--- config.mk ---
export PLATFORM = sky130hd
export DESIGN_NAME = ttm_front
export DESIGN_NICKNAME = d
export VERILOG_FILES = /design/src/sv/ttm_pkg.sv /design/src/sv/ttm_front.sv
export VERILOG_INCLUDE_DIRS = /design/src /design/src/sv
export SDC_FILE = /design/constraint.sdc
export NUM_CORES = 1
export LEC_CHECK = 0
export BUFFER_PORTS_ARGS = -buffer_cell sky130_fd_sc_hd__buf_4
export CORE_MARGIN = 2
export CORE_UTILIZATION = 45
export CTS_BUF_LIST = sky130_fd_sc_hd__clkbuf_2
export CTS_CLUSTER_DIAMETER = 30
export DETAILED_ROUTE_END_ITERATION = 8
export GPL_ROUTABILITY_DRIVEN = 1
export PLACE_DENSITY = 0.79
export SYNTH_ARGS = -nofsm -noshare
export SYNTH_HDL_FRONTEND = slang
export SYNTH_SLANG_ARGS = --single-unit
--- constraint.sdc ---
create_clock -name clk -period 7.1 [get_ports clk]
set_input_delay 1.065 -clock clk [delete_from_list [all_inputs] [get_ports clk]]
set_output_delay 1.065 -clock clk [all_outputs]
set_load 0.05 [all_outputs]
--- src/sv/tiled_texture_mask_modulator_unit_defines.svh ---
// assertion macros for the texture mask modulator
`ifndef TILED_TEXTURE_MASK_MODULATOR_UNIT_DEFINES_SVH
`define TILED_TEXTURE_MASK_MODULATOR_UNIT_DEFINES_SVH
`ifndef SYNTHESIS
`define TTM_ASSERT(lbl, clk, rst_n, prop, msg) \
  lbl: assert property (@(posedge clk) disable iff (!rst_n) prop) else $error(msg);
`define TTM_ASSERT_ALWAYS(lbl, clk, prop, msg) \
  lbl: assert property (@(posedge clk) prop) else $error(msg);
`else
`define TTM_ASSERT(lbl, clk, rst_n, prop, msg)
`define TTM_ASSERT_ALWAYS(lbl, clk, prop, msg)
`endif
`endif

--- src/sv/ttm_pkg.sv ---
`timescale 1ns / 1ps
// shared types, constants and register codes for the texture mask modulator
package ttm_pkg;

  localparam int TTM_TEX_MAX_W  = 256;
  localparam int TTM_TEX_MAX_H  = 256;
  localparam int TTM_RAW_ADDR_W = 18;
  localparam int TTM_CFG_IDX_W  = 3;
  localparam int TTM_CFG_DATA_W = 24;
  localparam int TTM_Q_DEPTH    = 4;
  localparam int TTM_Q_PTR_W    = $clog2(TTM_Q_DEPTH);
  localparam int TTM_Q_CNT_W    = $clog2(TTM_Q_DEPTH + 1);

  localparam logic [TTM_CFG_IDX_W-1:0] TTM_REG_BLEND     = 3'd0;
  localparam logic [TTM_CFG_IDX_W-1:0] TTM_REG_FLOOR     = 3'd1;
  localparam logic [TTM_CFG_IDX_W-1:0] TTM_REG_GAIN      = 3'd2;
  localparam logic [TTM_CFG_IDX_W-1:0] TTM_REG_STEP      = 3'd3;
  localparam logic [TTM_CFG_IDX_W-1:0] TTM_REG_WIDTH     = 3'd4;
  localparam logic [TTM_CFG_IDX_W-1:0] TTM_REG_HEIGHT    = 3'd5;
  localparam logic [TTM_CFG_IDX_W-1:0] TTM_REG_START_COL = 3'd6;
  localparam logic [TTM_CFG_IDX_W-1:0] TTM_REG_START_ROW = 3'd7;

  typedef struct packed {
    logic [16:0] blend;
    logic [15:0] tone_floor;
    logic [15:0] gain;
    logic [23:0] step;
    logic [8:0]  tex_width;
    logic [8:0]  tex_height;
    logic [23:0] start_col;
    logic [23:0] start_row;
  } ttm_cfg_t;

  localparam ttm_cfg_t TTM_CFG_RST = '{
    blend:      17'd0,
    tone_floor: 16'd0,
    gain:       16'd0,
    step:       24'd65536,
    tex_width:  9'd256,
    tex_height: 9'd256,
    start_col:  24'd0,
    start_row:  24'd0
  };

  typedef struct packed {
    logic        is_pix;
    logic [15:0] index;
    logic [7:0]  value;
    logic [15:0] mask;
    logic [23:0] col;
    logic [23:0] row;
  } ttm_entry_t;

  typedef struct packed {
    logic                      vld;
    logic                      wr;
    logic [TTM_RAW_ADDR_W-1:0] addr;
    logic [7:0]                data;
  } ttm_tex_req_t;

  typedef struct packed {
    logic       vld;
    logic [7:0] data;
  } ttm_tex_rsp_t;

  typedef enum logic [2:0] {
    TTM_B_IDLE,
    TTM_B_ISSUE,
    TTM_B_WAIT,
    TTM_B_LERP_X,
    TTM_B_LERP_Y,
    TTM_B_TONE_A,
    TTM_B_TONE_B,
    TTM_B_OUT
  } ttm_bstate_t;

endpackage

--- src/sv/ttm_front.sv ---
`timescale 1ns / 1ps
// front end: accepts words, classifies them and tracks the texture phases
`include "tiled_texture_mask_modulator_unit_defines.svh"
module ttm_front (
  input  logic                clk,
  input  logic                rst_n,
  input  ttm_pkg::ttm_cfg_t   cfg,
  input  logic                in_valid,
  output logic                in_ready,
  input  logic                in_req_type,
  input  logic [15:0]         in_texel_index,
  input  logic [7:0]          in_texel_value,
  input  logic [15:0]         in_mask_in,
  input  logic                in_first_pixel,
  input  logic                in_row_end,
  input  logic                q_full,
  output logic                q_push,
  output ttm_pkg::ttm_entry_t q_wdata
);

  logic [23:0] col_r, col_nxt;
  logic [23:0] row_r, row_nxt;
  logic [23:0] cur_col, cur_row;
  logic        acc;

  function automatic logic [23:0] advance(input logic [23:0] phase, input logic [23:0] step,
                                          input logic [8:0] size);
    logic [24:0] sum;
    logic [24:0] lim;
    sum = {1'b0, phase} + {1'b0, step};
    lim = {size, 16'd0};
    if (sum >= lim) sum = sum - lim;
    return sum[23:0];
  endfunction

  assign in_ready = !q_full;
  assign acc      = in_valid && in_ready;
  assign q_push   = acc;

  always_comb begin
    cur_col = in_first_pixel ? cfg.start_col : col_r;
    cur_row = in_first_pixel ? cfg.start_row : row_r;

    q_wdata.is_pix = in_req_type;
    q_wdata.index  = in_texel_index;
    q_wdata.value  = in_texel_value;
    q_wdata.mask   = in_mask_in;
    q_wdata.col    = cur_col;
    q_wdata.row    = cur_row;

    col_nxt = col_r;
    row_nxt = row_r;
    if (acc && in_req_type) begin
      col_nxt = advance(cur_col, cfg.step, cfg.tex_width);
      row_nxt = cur_row;
      if (in_row_end) begin
        col_nxt = cfg.start_col;
        row_nxt = advance(cur_row, cfg.step, cfg.tex_height);
      end
    end
  end

  always_ff @(posedge clk) begin
    if (!rst_n) begin
      col_r <= '0;
      row_r <= '0;
    end else begin
      col_r <= col_nxt;
      row_r <= row_nxt;
    end
  end

  `TTM_ASSERT(a_write_keeps_phase, clk, rst_n, (acc && !in_req_type) |=> ($stable(col_r) && $stable(row_r)), "texel write moved phases")

endmodule

Word level (Yosys, flattened, before mapping)
Index checks and enable logic that the tools add are counted.

Bits in registers: 48. Latch bits: 0. RAM bits: 0. ROM bits: 0. Input port bits: 186. Output and inout bits: 91. Memories: 0.

Add/subtract/negate cells: 4. Multiply operators: 0. Divide/modulo/power cells: 0. $lt $le $gt $ge: 2. Eq/ne operators: 0. Shift-type cells: 0. Muxes and demuxes: 6. Bitwise operators: 0. Reductions and logical operators: 3.

Operators with widths (count): 24-bit 2-to-1 mux (6); 24-bit by 24-bit adder with 25-bit output (2); 25-bit greater-or-equal comparator (2); 24-bit subtractor (2); 1-bit logical AND (2); 1-bit logical NOT (1).

Depth between registers and ports, before layout
Depth after elaboration: 5. Mapped depth: 25.

Worst setup path before layout
No wires, ideal clock.

Path type: input to register. Start: in in_first_pixel. End: reg col_r[16]. Data arrival time: 7125 ps. Required time: 7012 ps. Setup slack: -114 ps. Cell stages on the path: 25. Path buffers: 4. Cells stage by stage: clkbuf_1 -> clkbuf_1 -> clkbuf_1 -> mux2_2 -> ha_1 -> fa_1 -> a211oi_1 -> o21ai_1 -> a2bb2oi_1 -> a21oi_1 -> o21a_1 -> o31a_1 -> o31ai_1 -> a21oi_1 -> or2_2 -> ha_1 -> nand4_1 -> or4_1 -> nor3_1 -> o2111ai_1 -> a2111o_1 -> o211a_1 -> buf_6 -> mux2_4 -> o32ai_2.

RTL lines: from (decl) (RTL line ttm_front.sv:14) `input logic in_first_pixel,`; to (signal assigned) (RTL line ttm_front.sv:68) `col_r <= col_nxt;`; to (decl) (RTL line ttm_front.sv:21) `logic [23:0] col_r, col_nxt;`.

Final worst setup path
Start: in in_first_pixel. End: reg col_r[16].

Cells in the longest elaborated chain, start to end: 5. Elaborated cells on any way between the ends: 6.

Ends and longest elaborated chain: 24-bit 2-to-1 mux (*) (RTL line ttm_front.sv:41) `cur_col = in_first_pixel ? cfg.start_col : col_r;`; 24-bit by 24-bit adder with 25-bit output (*) (RTL line ttm_front.sv:30) `sum = {1'b0, phase} + {1'b0, step};`; 24-bit subtractor or 25-bit greater-or-equal comparator (tied branches) (RTL line ttm_front.sv:32) `if (sum >= lim) sum = sum - lim;`; 24-bit 2-to-1 mux (*) (RTL line ttm_front.sv:32); 24-bit 2-to-1 mux (*) (RTL line ttm_front.sv:56) `if (in_row_end) begin`.

Mark *: on every way between the ends. The rest lies on a longest branch, timed or not. A chain may end at the register's enable or synchronous reset.

==> impl_results.md <==
- Largest family of logic cells by synthesized area: compound AO/OA/AOI/OAI gates
- FF-to-FF End: col_r[16]
- Clk_skew: 30.8 ps
- Starting DRC count in detailed routing: about 550
- WL final: between 20000 and 25000 microns
- Core Area: ~14000 sq um
- Total number of vias: between 6000 and 7000
- Antenna viol nets, final: 0
- Commonest non-fill, non-tap cell in the layout: buf_4
- Setup-failing EPs final: 0
- Reg clk slew, reported paths: roughly 290 ps
- Worst VDD drop: 0.0769 mV
- IO buf count: around 150
- Worst-Skew Late Latency: around 560 ps
- Syn nets: about 1100
- CTS Hold Bufs: 0
- Crit Path Max Fanout: 11
- R2R setup slack: approximately 1200 ps
- Vias in the first global route: approximately 6100
- Fraction of registers with async set/reset: 0%
- CTS tree: done
- # fillers: between 1000 and 1500
- Die Width: between 100 and 150 microns
- Critical path arrival: 6850 ps
- First-pass GRT wire length: around 31000 microns
- Post CTS Setup Buffer Count: 0
- Kind of critical path: in -> reg
- Max cap viols: 0
- Slew at the pin with the worst max-slew slack: 1070 ps
- Post-Route Setup TNS: 0 ps
- Reg2Reg Depth: 21
- Detailed Routing Iterations Pass 1: 5
- HP Start: col_r[23]
- Total die area: between 15000 and 20000 sq um
- Critical R2R Launch: col_r[0]
- Hold path endpoint: col_r[23]
- Tmin final: 6340 ps
- Synth Cell Area: 6470 sq um
- Final nets: ~1200
- Status: complete, no violations
- Root Driver: clkbuf_2
- Initial Util: between 40% and 50%
- Compound-gate portion of the synthesized area: 29.3%
- Syn_area_per_cell: between 7 and 8 sq um
- Largest net degree at the start of global routing: between 60 and 70
- CTS H-Tree Depth: 2
- Final slew viol count: 0
- Synth Area in Adders: around 14%
- Sink Count: 48
- Final core utilization: between 50% and 60%
- Flops & latches, synth: 48
- Hold Path Stages: 2
- Slowest stage delay, CP: around 450 ps
- Power density cells: 167 nW/um^2
- Synth unique cells: 76
- Grt ovf: 0
- Yosys warns: 0
- Vias per inst: slightly above 6
- Placer Congestion: 0.914
- Area grow syn2layout: 16.0%
- Seq/Total Area, Yosys: about 15%
- Post-synth EDFFs: 0
- CP required: 7600 ps
- DRC: 0
- Avg WL per Cell: 18.1 microns
- Post-synthesis simple-gate area fraction: ~18%
- Leak Pwr: 3.46 nW
- CP Launch Type: primary input
- Final Power: approximately 1.3 mW
- Hold Path Class: reg -> reg
- Ant diodes: 0
- Fmax: ~160 MHz
- CP cell instances: buf_4 > mux2_2 > ha_1 > fa_1 > a211oi_1 > o21ai_1 > a2bb2oi_1 > a21oi_1 > o21a_1 > o31a_1 > o31ai_1 > a21oi_1 > or2_2 > ha_1 > nand4_1 > or4_1 > nor3_1 > o2111ai_1 > a2111o_1 > o211a_1 > mux2_4 > o32ai_2
- Mapped Cells: 835
- Fin. Hold Viols: 0
- Slowest cell on crit path: or4_1
- Antenna violations before repair: 1
- Die Y: between 100 and 150 microns
- Mux share of post-synthesis cell area: 10.3%
- Cts bufs inserted: 5
- Total track usage: approximately a quarter
- Most frequent cells in the layout: buf_4 (158), nand2_1 (74), ha_1 (66), nor2_1 (63), a21oi_1 (50)
- Resized Gates After CTS: 0
- Hpwl dp: 15700 microns
- Unrepaired setup endpoints after global routing: false
- Final period util: roughly 89%
- Cell Rows: between 40 and 50
- Max Root-Sink Buffers: 2
- Rel. slew slack: about 29%
- Kind of end point of the critical path: register
- Xor/xnor cell area share of the yosys netlist: roughly 4.7%
- Share of cells above drive strength 1: around a quarter
- Top FF cell, synth: dfxtp_1
- Top Ports: ~280
-- final cells by class --
type | count | area [sq um] | area share [%]
Clock buffer | 6 | 30.0 | 0.400
Clock inverter | 2 | 35.0 | 0.467
Inverter | 38 | 143 | 1.90
Multi-Input combinational cell | 675 | 4920 | 65.6
Sequential cell | 48 | 961 | 12.8
Tap cell | 180 | 225 | 3.00
Timing Repair Buffer | 158 | 1190 | 15.8
-- registers in the layout, indices dropped and copies added, names as in the netlist --
| name | cells |
|---|---|
| col_r | 24 |
| row_r | 24 |
-- cells by family after synthesis --
logic type	after synthesis
AND/OR/NAND/NOR	241
buffers and inverters	112
adder cells (fa/ha/maj)	70
multiplexers	60
flip-flops	48
XOR/XNOR	35
AO/OA/AOI/OAI	269
-- through the flow --
stage / cells / setup slack (ps) / cell area, sq um / hold WS [ps]
2_1_floorplan: 835 / 113 / 6470 / 421
3_3_place_gp: 1099 / 352 / 7440 / 432
3_5_place_dp: 1099 / 317 / 7440 / 440
4_1_cts: 1107 / 893 / 7500 / 469
5_1_grt: 1107 / 423 / 7500 / 486
6_report: 1107 / 757 / 7500 / 468
-- synthesized netlist by cell type, drive strengths merged (10+ instances only) --
cell / number / area [sq um]
nand2: 74 / 278
ha: 66 / 826
nor2: 63 / 236
o21ai: 54 / 270
a21oi: 51 / 259
mux2: 51 / 578
dfxtp: 48 / 961
buf: 46 / 338
inv: 38 / 143
clkbuf: 28 / 105
nor3: 25 / 130
xnor2: 25 / 219
a21o: 23 / 173
a211oi: 22 / 185
o211ai: 19 / 148
nand3: 17 / 85.1
o21a: 17 / 128
nand4: 10 / 62.6
xor2: 10 / 87.6
-- worst max path at each step --
stage / from / end / slack (ps) / cells past startpoint
floorplan: in_first_pixel / col_r[16] / 110 / 25
global placement: in_first_pixel / col_r[16] / 350 / 22
detailed placement: in_first_pixel / col_r[16] / 320 / 22
CTS: in_first_pixel / col_r[16] / 890 / 22
global route: in_first_pixel / col_r[16] / 420 / 22
finish: in_first_pixel / col_r[16] / 760 / 22
-- where the power goes --
| group | total (mW) | internal [mW] | switching (mW) | leakage [nW] |
|---|---|---|---|---|
| registers | 0.292 | 0.285 | 0.00716 | 0.391 |
| clock network | 0.172 | 0.0602 | 0.112 | 0.0430 |
| logic | 0.791 | 0.324 | 0.467 | 3.03 |
-- critical path: cells and delay by family --
kind / cells / cell delay [ps]
AOI/OAI and AO/OA: 12 / 2850
adders and majority gates: 3 / 990
buffers and inverters: 1 / 180
muxes: 2 / 740
and+or+nand+nor: 4 / 1000
-- layer usage --
metal  GRT usage, %  wire length [microns]
met1           33.8                   8750
met2           42.0                   9020
met3           6.27                   1740
met4           7.88                    556
met5              0                      0
Note: power is estimated with default switching activity, not from simulation.
