$ cat config.mk
export PLATFORM = sky130hd
export DESIGN_NAME = ttm_back
export DESIGN_NICKNAME = d
export VERILOG_FILES = /design/src/sv/ttm_pkg.sv /design/src/sv/ttm_back.sv
export VERILOG_INCLUDE_DIRS = /design/src /design/src/sv
export SDC_FILE = /design/constraint.sdc
export NUM_CORES = 2
export LEC_CHECK = 0
export BUFFER_PORTS_ARGS = -buffer_cell sky130_fd_sc_hd__buf_2
export CAP_MARGIN = 20
export CORE_MARGIN = 8
export CORE_UTILIZATION = 59
export CTS_CLUSTER_DIAMETER = 60
export DETAILED_ROUTE_END_ITERATION = 10
export PLACE_DENSITY = 0.75
export SETUP_SLACK_MARGIN = 0.3
export SLEW_MARGIN = 30
export SYNTH_ARGS = -nofsm -noshare
export SYNTH_HDL_FRONTEND = slang
export SYNTH_SLANG_ARGS = --single-unit
$ cat constraint.sdc
create_clock -name clk -period 13.4 [get_ports clk]
set_clock_uncertainty 0.05 [all_clocks]
set_input_delay 0.67 -clock clk [delete_from_list [all_inputs] [get_ports clk]]
set_output_delay 0.67 -clock clk [all_outputs]
set_load 0.005 [all_outputs]
$ cat src/sv/tiled_texture_mask_modulator_unit_defines.svh
// assertion macros for the texture mask modulator
`ifndef TILED_TEXTURE_MASK_MODULATOR_UNIT_DEFINES_SVH
`define TILED_TEXTURE_MASK_MODULATOR_UNIT_DEFINES_SVH
`ifndef SYNTHESIS
`define TTM_ASSERT(lbl, clk, rst_n, prop, msg) \
  lbl: assert property (@(posedge clk) disable iff (!rst_n) prop) else $error(msg);
`define TTM_ASSERT_ALWAYS(lbl, clk, prop, msg) \
  lbl: assert property (@(posedge clk) prop) else $error(msg);
`else
`define TTM_ASSERT(lbl, clk, rst_n, prop, msg)
`define TTM_ASSERT_ALWAYS(lbl, clk, prop, msg)
`endif
`endif

$ cat src/sv/ttm_pkg.sv
`timescale 1ns / 1ps
// shared types, constants and register codes for the texture mask modulator
package ttm_pkg;

  localparam int TTM_TEX_MAX_W  = 256;
  localparam int TTM_TEX_MAX_H  = 256;
  localparam int TTM_RAW_ADDR_W = 18;
  localparam int TTM_CFG_IDX_W  = 3;
  localparam int TTM_CFG_DATA_W = 24;
  localparam int TTM_Q_DEPTH    = 4;
  localparam int TTM_Q_PTR_W    = $clog2(TTM_Q_DEPTH);
  localparam int TTM_Q_CNT_W    = $clog2(TTM_Q_DEPTH + 1);

  localparam logic [TTM_CFG_IDX_W-1:0] TTM_REG_BLEND     = 3'd0;
  localparam logic [TTM_CFG_IDX_W-1:0] TTM_REG_FLOOR     = 3'd1;
  localparam logic [TTM_CFG_IDX_W-1:0] TTM_REG_GAIN      = 3'd2;
  localparam logic [TTM_CFG_IDX_W-1:0] TTM_REG_STEP      = 3'd3;
  localparam logic [TTM_CFG_IDX_W-1:0] TTM_REG_WIDTH     = 3'd4;
  localparam logic [TTM_CFG_IDX_W-1:0] TTM_REG_HEIGHT    = 3'd5;
  localparam logic [TTM_CFG_IDX_W-1:0] TTM_REG_START_COL = 3'd6;
  localparam logic [TTM_CFG_IDX_W-1:0] TTM_REG_START_ROW = 3'd7;

  typedef struct packed {
    logic [16:0] blend;
    logic [15:0] tone_floor;
    logic [15:0] gain;
    logic [23:0] step;
    logic [8:0]  tex_width;
    logic [8:0]  tex_height;
    logic [23:0] start_col;
    logic [23:0] start_row;
  } ttm_cfg_t;

  localparam ttm_cfg_t TTM_CFG_RST = '{
    blend:      17'd0,
    tone_floor: 16'd0,
    gain:       16'd0,
    step:       24'd65536,
    tex_width:  9'd256,
    tex_height: 9'd256,
    start_col:  24'd0,
    start_row:  24'd0
  };

  typedef struct packed {
    logic        is_pix;
    logic [15:0] index;
    logic [7:0]  value;
    logic [15:0] mask;
    logic [23:0] col;
    logic [23:0] row;
  } ttm_entry_t;

  typedef struct packed {
    logic                      vld;
    logic                      wr;
    logic [TTM_RAW_ADDR_W-1:0] addr;
    logic [7:0]                data;
  } ttm_tex_req_t;

  typedef struct packed {
    logic       vld;
    logic [7:0] data;
  } ttm_tex_rsp_t;

  typedef enum logic [2:0] {
    TTM_B_IDLE,
    TTM_B_ISSUE,
    TTM_B_WAIT,
    TTM_B_LERP_X,
    TTM_B_LERP_Y,
    TTM_B_TONE_A,
    TTM_B_TONE_B,
    TTM_B_OUT
  } ttm_bstate_t;

endpackage

$ cat src/sv/ttm_back.sv
`timescale 1ns / 1ps
// back end: texel fetch sequencing, bilinear sample, blend, tone and output
`include "tiled_texture_mask_modulator_unit_defines.svh"
module ttm_back (
  input  logic                  clk,
  input  logic                  rst_n,
  input  ttm_pkg::ttm_cfg_t     cfg,
  input  logic                  q_valid,
  input  ttm_pkg::ttm_entry_t   q_rdata,
  output logic                  q_pop,
  output ttm_pkg::ttm_tex_req_t req,
  input  ttm_pkg::ttm_tex_rsp_t rsp,
  output logic                  out_valid,
  input  logic                  out_ready,
  output logic [15:0]           out_mask_out
);

  localparam int RAW_W = ttm_pkg::TTM_RAW_ADDR_W;
  localparam logic [2:0] TAPS = 3'd4;
  localparam logic [1:0] LAST_TAP = 2'd3;

  ttm_pkg::ttm_bstate_t  state_r, state_nxt;
  ttm_pkg::ttm_entry_t   ent_r;
  ttm_pkg::ttm_tex_req_t req_r, req_nxt;
  logic [1:0]            k_r;
  logic [2:0]            cnt_r;
  logic [7:0]            tex_r [4];
  logic [7:0]            top_r, bot_r, smp_r;
  logic [15:0]           m_r, g_r;
  logic                  out_valid_r;
  logic [15:0]           mask_out_r;

  logic                  ent_ld, wr_issue, rd_issue, out_ld;
  logic [8:0]            xs, ys, xw, yw;
  logic [RAW_W-1:0]      row_base, raw;
  logic [7:0]            lerp_y, smp_nxt;
  logic [24:0]           prod_a;
  logic [16:0]           m_nxt;
  logic [15:0]           tlev, mm, dlt;
  logic [31:0]           prod_b;
  logic [32:0]           prod_o;

  function automatic logic [7:0] lerp(input logic [7:0] a, input logic [7:0] b,
                                      input logic [15:0] f);
    logic signed [8:0]  diff;
    logic signed [26:0] v;
    logic signed [10:0] q;
    logic signed [11:0] s;
    diff = $signed({1'b0, b}) - $signed({1'b0, a});
    v    = diff * $signed({1'b0, f}) + 27'sd65535;
    q    = v[26:16];
    s    = $signed({4'b0, a}) + q;
    if (s < 0) return 8'd0;
    else if (s > 12'sd255) return 8'd255;
    else return s[7:0];
  endfunction

  // state machine
  always_comb begin
    state_nxt = state_r;
    q_pop     = 1'b0;
    ent_ld    = 1'b0;
    wr_issue  = 1'b0;
    rd_issue  = 1'b0;
    out_ld    = 1'b0;
    unique case (state_r)
      ttm_pkg::TTM_B_IDLE: begin
        if (q_valid) begin
          q_pop = 1'b1;
          if (!q_rdata.is_pix) begin
            wr_issue = 1'b1;
          end else begin
            ent_ld    = 1'b1;
            state_nxt = (q_rdata.mask == '0) ? ttm_pkg::TTM_B_OUT : ttm_pkg::TTM_B_ISSUE;
          end
        end
      end
      ttm_pkg::TTM_B_ISSUE: begin
        rd_issue = 1'b1;
        if (k_r == LAST_TAP) state_nxt = ttm_pkg::TTM_B_WAIT;
      end
      ttm_pkg::TTM_B_WAIT: begin
        if (cnt_r == TAPS) state_nxt = ttm_pkg::TTM_B_LERP_X;
      end
      ttm_pkg::TTM_B_LERP_X: state_nxt = ttm_pkg::TTM_B_LERP_Y;
      ttm_pkg::TTM_B_LERP_Y: state_nxt = ttm_pkg::TTM_B_TONE_A;
      ttm_pkg::TTM_B_TONE_A: state_nxt = ttm_pkg::TTM_B_TONE_B;
      ttm_pkg::TTM_B_TONE_B: state_nxt = ttm_pkg::TTM_B_OUT;
      ttm_pkg::TTM_B_OUT: begin
        if (!out_valid_r || out_ready) begin
          out_ld    = 1'b1;
          state_nxt = ttm_pkg::TTM_B_IDLE;
        end
      end
      default: state_nxt = ttm_pkg::TTM_B_IDLE;
    endcase
  end

  // texel address for the current tap
  always_comb begin
    xs       = {1'b0, ent_r.col[23:16]} + {8'd0, k_r[0]};
    ys       = {1'b0, ent_r.row[23:16]} + {8'd0, k_r[1]};
    xw       = (xs >= cfg.tex_width) ? xs - cfg.tex_width : xs;
    yw       = (ys >= cfg.tex_height) ? ys - cfg.tex_height : ys;
    row_base = RAW_W'(yw) * RAW_W'(cfg.tex_width);
    raw      = row_base + RAW_W'(xw);

    req_nxt = '0;
    if (wr_issue) begin
      req_nxt.vld  = 1'b1;
      req_nxt.wr   = 1'b1;
      req_nxt.addr = RAW_W'(q_rdata.index);
      req_nxt.data = q_rdata.value;
    end else if (rd_issue) begin
      req_nxt.vld  = 1'b1;
      req_nxt.addr = raw;
    end
  end

  // sample and tone math
  always_comb begin
    lerp_y  = lerp(top_r, bot_r, ent_r.row[15:0]);
    smp_nxt = cfg.blend[16] ? 8'd255 - lerp_y : lerp_y;
    prod_a  = 25'(smp_r) * 25'(cfg.blend[15:0]) + 25'(cfg.blend[15:0]);
    m_nxt   = 17'(prod_a >> 8) + 17'(~cfg.blend[15:0]);
    tlev    = ~cfg.tone_floor;
    mm      = (m_r < tlev) ? tlev : m_r;
    dlt     = mm - tlev;
    prod_b  = 32'(dlt) * 32'(cfg.gain);
    prod_o  = 33'(ent_r.mask) * 33'(g_r) + 33'd65535;
  end

  always_ff @(posedge clk) begin
    if (ent_ld) ent_r <= q_rdata;
    if (rsp.vld) begin
      tex_r[0] <= tex_r[1];
      tex_r[1] <= tex_r[2];
      tex_r[2] <= tex_r[3];
      tex_r[3] <= rsp.data;
    end
    case (state_r)
      ttm_pkg::TTM_B_LERP_X: begin
        top_r <= lerp(tex_r[0], tex_r[1], ent_r.col[15:0]);
        bot_r <= lerp(tex_r[2], tex_r[3], ent_r.col[15:0]);
      end
      ttm_pkg::TTM_B_LERP_Y: smp_r <= smp_nxt;
      ttm_pkg::TTM_B_TONE_A: m_r <= m_nxt[15:0];
      ttm_pkg::TTM_B_TONE_B: g_r <= prod_b[31:16];
      default: ;
    endcase
    if (out_ld) mask_out_r <= (ent_r.mask == '0) ? 16'd0 : prod_o[31:16];
  end

  always_ff @(posedge clk) begin
    if (!rst_n) begin
      state_r     <= ttm_pkg::TTM_B_IDLE;
      req_r       <= '0;
      k_r         <= '0;
      cnt_r       <= '0;
      out_valid_r <= 1'b0;
    end else begin
      state_r <= state_nxt;
      req_r   <= req_nxt;
      if (rd_issue) k_r <= k_r + 1'b1;
      if (state_r == ttm_pkg::TTM_B_WAIT && cnt_r == TAPS) cnt_r <= '0;
      else if (rsp.vld) cnt_r <= cnt_r + 1'b1;
      if (out_ld) out_valid_r <= 1'b1;
      else if (out_ready) out_valid_r <= 1'b0;
    end
  end

  assign req          = req_r;
  assign out_valid    = out_valid_r;
  assign out_mask_out = mask_out_r;

  `TTM_ASSERT(a_rsp_in_window, clk, rst_n, rsp.vld |-> (state_r == ttm_pkg::TTM_B_ISSUE || state_r == ttm_pkg::TTM_B_WAIT), "stray texel data")
  `TTM_ASSERT(a_taps_done, clk, rst_n, (state_r == ttm_pkg::TTM_B_LERP_X) |-> (cnt_r == '0 && k_r == '0), "tap count slip")

endmodule

* Word-level counts from Yosys, hierarchy flattened
Memory sizes are Yosys's and may differ from the RTL's.
Cells that the tools add are included.
** Storage, ports and cells
- Register bits after elaboration :: 173
- Bits in writable memories :: 32
- Input port bits :: 241
- Output and inout bits :: 46
- Logic and storage cells :: 120
- Memories :: 1
** Operators by class
- Add/sub/neg operators :: 21
- Multiply operators :: 7
- Order comparisons :: 9
- Eq/ne operators :: 14
- Mux-type cells :: 35
- Bitwise gates (word level) :: 4
- Reduce and logical (&&, ||, !) cells :: 11
** Memories
- tex_r :: words 4, bits a word 8, rd ports 4, clocked after Yosys merged registers in 0, wr ports 4, line ttm_back.sv:27 : logic [7:0] tex_r [4];
** Operators by type and width (number)
- $add 26x17->27 const B :: 3
- $mul 9x17->26 :: 3
- $mul 16x16->32 :: 2
- $mux 16 :: 3
- $mux 8 :: 5
- $add 9x11->12 :: 3
- $gt 12x9->1 const B :: 3
- $lt 12x1->1 const B :: 3
- $add 32x16->32 const B :: 1
- $logic_not 16->1 :: 2
- $not 16->16 :: 2
- $sub 8x8->9 :: 3
- $add 24x16->24 :: 1
- $mul 8x16->24 :: 1
- $pmux 3 s8 :: 1
- $add 18x9->18 :: 1
- $add 8x1->9 :: 2
- $ge 9x9->1 :: 2
- $mul 9x9->18 :: 1
- $mux 1 :: 18
- $mux 3 :: 6
- $mux 9 :: 2
- $sub 9x9->9 :: 2
- $add 16x16->16 :: 1
- 21 further kinds :: 30

* Longest topological paths before layout
- Depth after elaboration :: 9
- Gate-level depth with buffers :: 51
- Mapped depth without buffers :: 49

* Worst setup path before layout
Ideal clock, no wire load.
- Kind :: input -> register
- From :: input cfg[107] in the netlist's numbering
- To :: register g_r[15], data pin
- Setup time :: 0.260 ns
- Arrival :: 10.678 ns
- Required time :: 13.090 ns
- Slack :: 2.412 ns
- Cell stages on the path :: 48
- Path buffers :: 2
- Cells stage by stage :: ha_1 -> o21a_1 -> o21a_1 -> o21a_1 -> o21a_1 -> o21ai_1 -> nand2b_1 -> a211oi_1 -> o31ai_1 -> a31oi_4 -> buf_2 -> nand2_1 -> o21ai_0 -> ha_1 -> inv_1 -> fa_1 -> a21o_1 -> a21oi_1 -> (+12 left out) -> fa_1 -> inv_1 -> fa_1 -> fa_1 -> fa_1 -> inv_1 -> fa_1 -> ha_1 -> a21o_1 -> a21o_1 -> a21oi_1 -> o221ai_2 -> a311oi_4 -> o21ai_2 -> o41ai_4 -> o21bai_2 -> a21oi_2 -> xnor2_1
** On the way
- Cells in the longest elaborated chain, start to end :: 5
** Ends and longest elaborated chain
- start: declaration :: line ttm_back.sv:7 : input ttm_pkg::ttm_cfg_t cfg,
- $not 16->16 * :: line ttm_back.sv:126 : tlev = ~cfg.tone_floor;
- $lt 16x16->1 :: line ttm_back.sv:127 : mm = (m_r < tlev) ? tlev : m_r;
- $mux 16 :: line ttm_back.sv:127
- $sub 16x16->16 * :: line ttm_back.sv:128 : dlt = mm - tlev;
- $mul 16x16->32 * :: line ttm_back.sv:129 : prod_b = 32'(dlt) * 32'(cfg.gain);
- net prod_b[31] :: line ttm_back.sv:40 : logic [31:0] prod_b;
- end signal: assignment :: line ttm_back.sv:148 : ttm_pkg::TTM_B_TONE_B: g_r <= prod_b[31:16];
- end: declaration :: line ttm_back.sv:29 : logic [15:0] m_r, g_r;
The timed path passes the listed nets; every way through them passes the cells marked *.
A chain may end at the register's enable or synchronous reset.

* Worst setup path after layout
- From :: register m_r[1]
- To :: register g_r[15], data pin
** On the way
- Cells in the longest elaborated chain, start to end :: 4
** Ends and longest elaborated chain
- start: declaration :: line ttm_back.sv:29
- start signal: assignment :: line ttm_back.sv:147 : ttm_pkg::TTM_B_TONE_A: m_r <= m_nxt[15:0];
- $lt 16x16->1 :: line ttm_back.sv:127
- $mux 16 * :: line ttm_back.sv:127
- $sub 16x16->16 * :: line ttm_back.sv:128
- $mul 16x16->32 * :: line ttm_back.sv:129
- net prod_b[31] :: line ttm_back.sv:40
Marked as above.

==> results.json <==
{
  "postCtsHoldBufs": 0,
  "clkTransAtPathRegs_ps": 60,
  "path_class": "flip-flop to flip-flop",
  "worst_margin_slew_ps": 1030,
  "yosys.area_share.xor_xnor": 0.0316,
  "synth.ff_latch_count": 205,
  "setup_total_negative_slack_ps": 0,
  "drt_pass1_iterations": 9,
  "synth_area_per_cell_um2": 9.23,
  "hold_path_startpoint": "q_rdata[0]",
  "io_pins": 287,
  "maxCapViolCount": 0,
  "drcViolationCount": 0,
  "floorplan.die.height_um": 303,
  "slew_violations": 0,
  "hold_class": "input pin to flip-flop",
  "synth.yosys.warnings": 0,
  "syn-instance-count": 5254,
  "status": "completed",
  "grt_usage": 0.246,
  "wl_met1_um": 44200,
  "met3WireLength_um": 6000,
  "compound_gate_fraction_of_synth_area": 0.0625,
  "grt_setup_unrepaired": "false",
  "layout-drive-gt1-share": 0.0746,
  "post_synth_instance_area_um2": 48500,
  "slowest_library_cell_on_the_worst_path": "a31oi_4",
  "tritoncts": "done",
  "avg_vias_per_cell": 5.43,
  "critical_path_arrival_ps": 11690,
  "worst_hold_path.endpoint": "ent_r[0]",
  "post-route-period-util": 0.851,
  "synth_top_family_by_area": "adder cells",
  "simple_gate_area_share_of_the_yosys_netlist": 0.151,
  "initialDrtViolationCount": 1936,
  "min_path_cells": 1,
  "worst_r2r_endpoint": "g_r[15]",
  "cts.htree.levels": 2,
  "post-place-cells": 6406,
  "crit_fanout": 17,
  "antenna_found_initial": 11,
  "routed_wl_per_cell_um": 16.8,
  "timing.critical_path.required_ps": 13690,
  "topRoutingLayerUsed": "met5",
  "clk_latency_ps": 590,
  "design.core.area_um2": 81700,
  "numPortBuffers": 214,
  "finalWeightedCongestion": 0.884,
  "synth-adder-area-share": 0.526,
  "tritoncts.num_buffers": 37,
  "final-setup-viol-count": 0,
  "synthMuxAreaShare": 0.00593,
  "detail_route.wirelength_um": 109000,
  "seq_area_frac_synth": 0.119,
  "post_cts_resize_count": 0,
  "reg2reg_depth": 46,
  "cts_max_path_buffers": 3,
  "std_cell_rows": 105,
  "design.die.area_um2": 91600,
  "startpoint_type": "flip-flop",
  "crit_top_cell": "fa_1",
  "synth_top_flop_cell": "edfxtp_1",
  "floorplan.initialDensity": 0.594,
  "grt_pass1_wl_um": 185000,
  "period_needed_ps": 11400,
  "cts_post_setup_buffers_inserted": 0,
  "synth.net_count": 7010,
  "die-width_um": 303,
  "route.vias.total": 35175,
  "grt_overflow_total": 0,
  "synthArstFlopShare": 0,
  "synth-edff-count": 168,
  "sinks_on_the_clock_net": 205,
  "fmax_mhz": 87.7,
  "max-slew-margin-rel": 0.310,
  "dpl.hpwl_um": 87500,
  "detail-route-antenna-nets": 0,
  "worstSetupEndpointType": "flip-flop",
  "final_hold_vios": 0,
  "worst-r2r-setup-slack_ps": 2000,
  "first_global_vias": 38039,
  "cts_root_buffer": "clkbuf_16",
  "area_growth_pct": 6.96,
  "critPathMaxStageDelay_ps": 610,
  "num-nets-final": 7131,
  "routed-wl-met2_um": 55000,
  "grt_max_degree": 36,
  "layoutNonFillerInstCount": 6482,
  "netlist-cell-type-count": 79,
  "regToRegStartpoint": "m_r[1]"
}
[critical path: cells and delay by family, from the launching register on]
kind | cells | cell delay [ps]
buffers and inverters | 4 | 210
XOR/XNOR | 1 | 70
flip-flops | 1 | 390
AND/OR/NAND/NOR | 3 | 350
adder cells (fa/ha/maj) | 10 | 4230
AO/OA/AOI/OAI | 28 | 5860
[state kept, by name (all words and copies together), names as in the netlist]
signal        flops
bot_r             8
smp_r             8
tex_r            32
out_valid         1
state_r           3
top_r             8
g_r              16
req              28
m_r              16
k_r               2
cnt_r             3
out_mask_out     16
ent_r            64
[through the flow]
stage	util	instance area [um^2]	setup WS (ps)	hold slack [ps]
6_report	0.635	51900	2000	210
5_1_grt	0.635	51900	1270	184
4_1_cts	0.634	51800	1950	163
3_5_place_dp	0.620	50600	1550	389
3_3_place_gp	0.619	50600	1730	384
2_1_floorplan	-	48500	2410	376
[metal layers]
layer  vias up  track usage
met5         -            0
met4         2       0.0812
met3       227       0.0310
met2       978        0.437
met1     17663        0.311
li1      16305            -
[layout make-up]
type,count,area [um^2]
multi-input combinational,3703,37700
fill,6774,29800
sequential,205,5790
inverter,1176,4410
timing repair buffer,252,1370
tap,1070,1340
clock buffer,42,1010
clock inverter,25,206
antenna,9,22.5
[cell families (layout without fill, tap and decap cells)]
kind of cell             after synthesis  count (layout)
AND/OR/NAND/NOR                     1533            1533
adder cells (fa/ha/maj)             1515            1515
buffers and inverters               1346            1495
AO/OA/AOI/OAI                        452             452
flip-flops                           205             205
XOR/XNOR                             175             175
multiplexers                          28              28
other                                  0               9
[layout by cell type, fill, tap and decap left out, types with 30 or more instances in the layout]
cell       Yosys  layout
xnor2_1      112     111
edfxtp_1     168     168
fa_1         873     873
nor3_1        30      30
a21oi_1      121     121
and2_1       294     294
inv_1       1176    1176
nand3_1       30      30
buf_4          0      37
buf_2          4     214
or2_2         45      45
nor2b_1       79      79
a21o_1        67      67
nand2b_1      71      71
nand2_1      771     771
clkbuf_16      0      39
xor2_1        63      60
o21ai_0       83      83
dfxtp_1       37      37
ha_1         642     642
nor2_1       143     142
[cells in the mapped netlist, drive strengths merged (4+ instances only)]
| library cell | instances | area share |
|---|---|---|
| nor2 | 143 | 0.011 |
| o21ai | 98 | 0.010 |
| a211oi | 14 | 0.0023 |
| nor4 | 11 | 0.0014 |
| buf | 11 | 0.00095 |
| and2 | 294 | 0.038 |
| mux2 | 6 | 0.0014 |
| and2b | 5 | 0.00077 |
| a211o | 9 | 0.0016 |
| a21oi | 126 | 0.013 |
| xor2 | 63 | 0.011 |
| or3 | 7 | 0.00090 |
| nand3 | 30 | 0.0031 |
| nand2 | 771 | 0.060 |
| inv | 1176 | 0.091 |
| o211ai | 6 | 0.00093 |
| or2 | 45 | 0.0058 |
| nor3 | 31 | 0.0033 |
| and3 | 17 | 0.0022 |
| o31ai | 9 | 0.0015 |
| fa | 873 | 0.36 |
| dfxtp | 37 | 0.015 |
| o21bai | 22 | 0.0035 |
| a31oi | 12 | 0.0023 |
| a311oi | 4 | 0.0011 |
| o21a | 28 | 0.0043 |
| xnor2 | 112 | 0.020 |
| a21o | 67 | 0.010 |
| nor2b | 79 | 0.010 |
| nand4 | 11 | 0.0014 |
| mux2i | 22 | 0.0045 |
| clkbuf | 159 | 0.012 |
| edfxtp | 168 | 0.10 |
| a21boi | 28 | 0.0043 |
| and4 | 4 | 0.00072 |
| ha | 642 | 0.17 |
| nand2b | 71 | 0.0092 |
[worst max path at each step]
stage               startpoint      end  slack, ps  cells after the start
finish                  m_r[1]  g_r[15]       2000                     46
global placement      cfg[107]  g_r[15]       1730                     47
global route            m_r[1]  g_r[15]       1270                     46
detailed placement    cfg[107]  g_r[15]       1550                     47
floorplan             cfg[107]  g_r[15]       2410                     48
CTS                     m_r[1]  g_r[15]       1950                     46
Power is not shown: default switching activity piles up to over one toggle a cycle in this logic, so the estimate is an artifact.
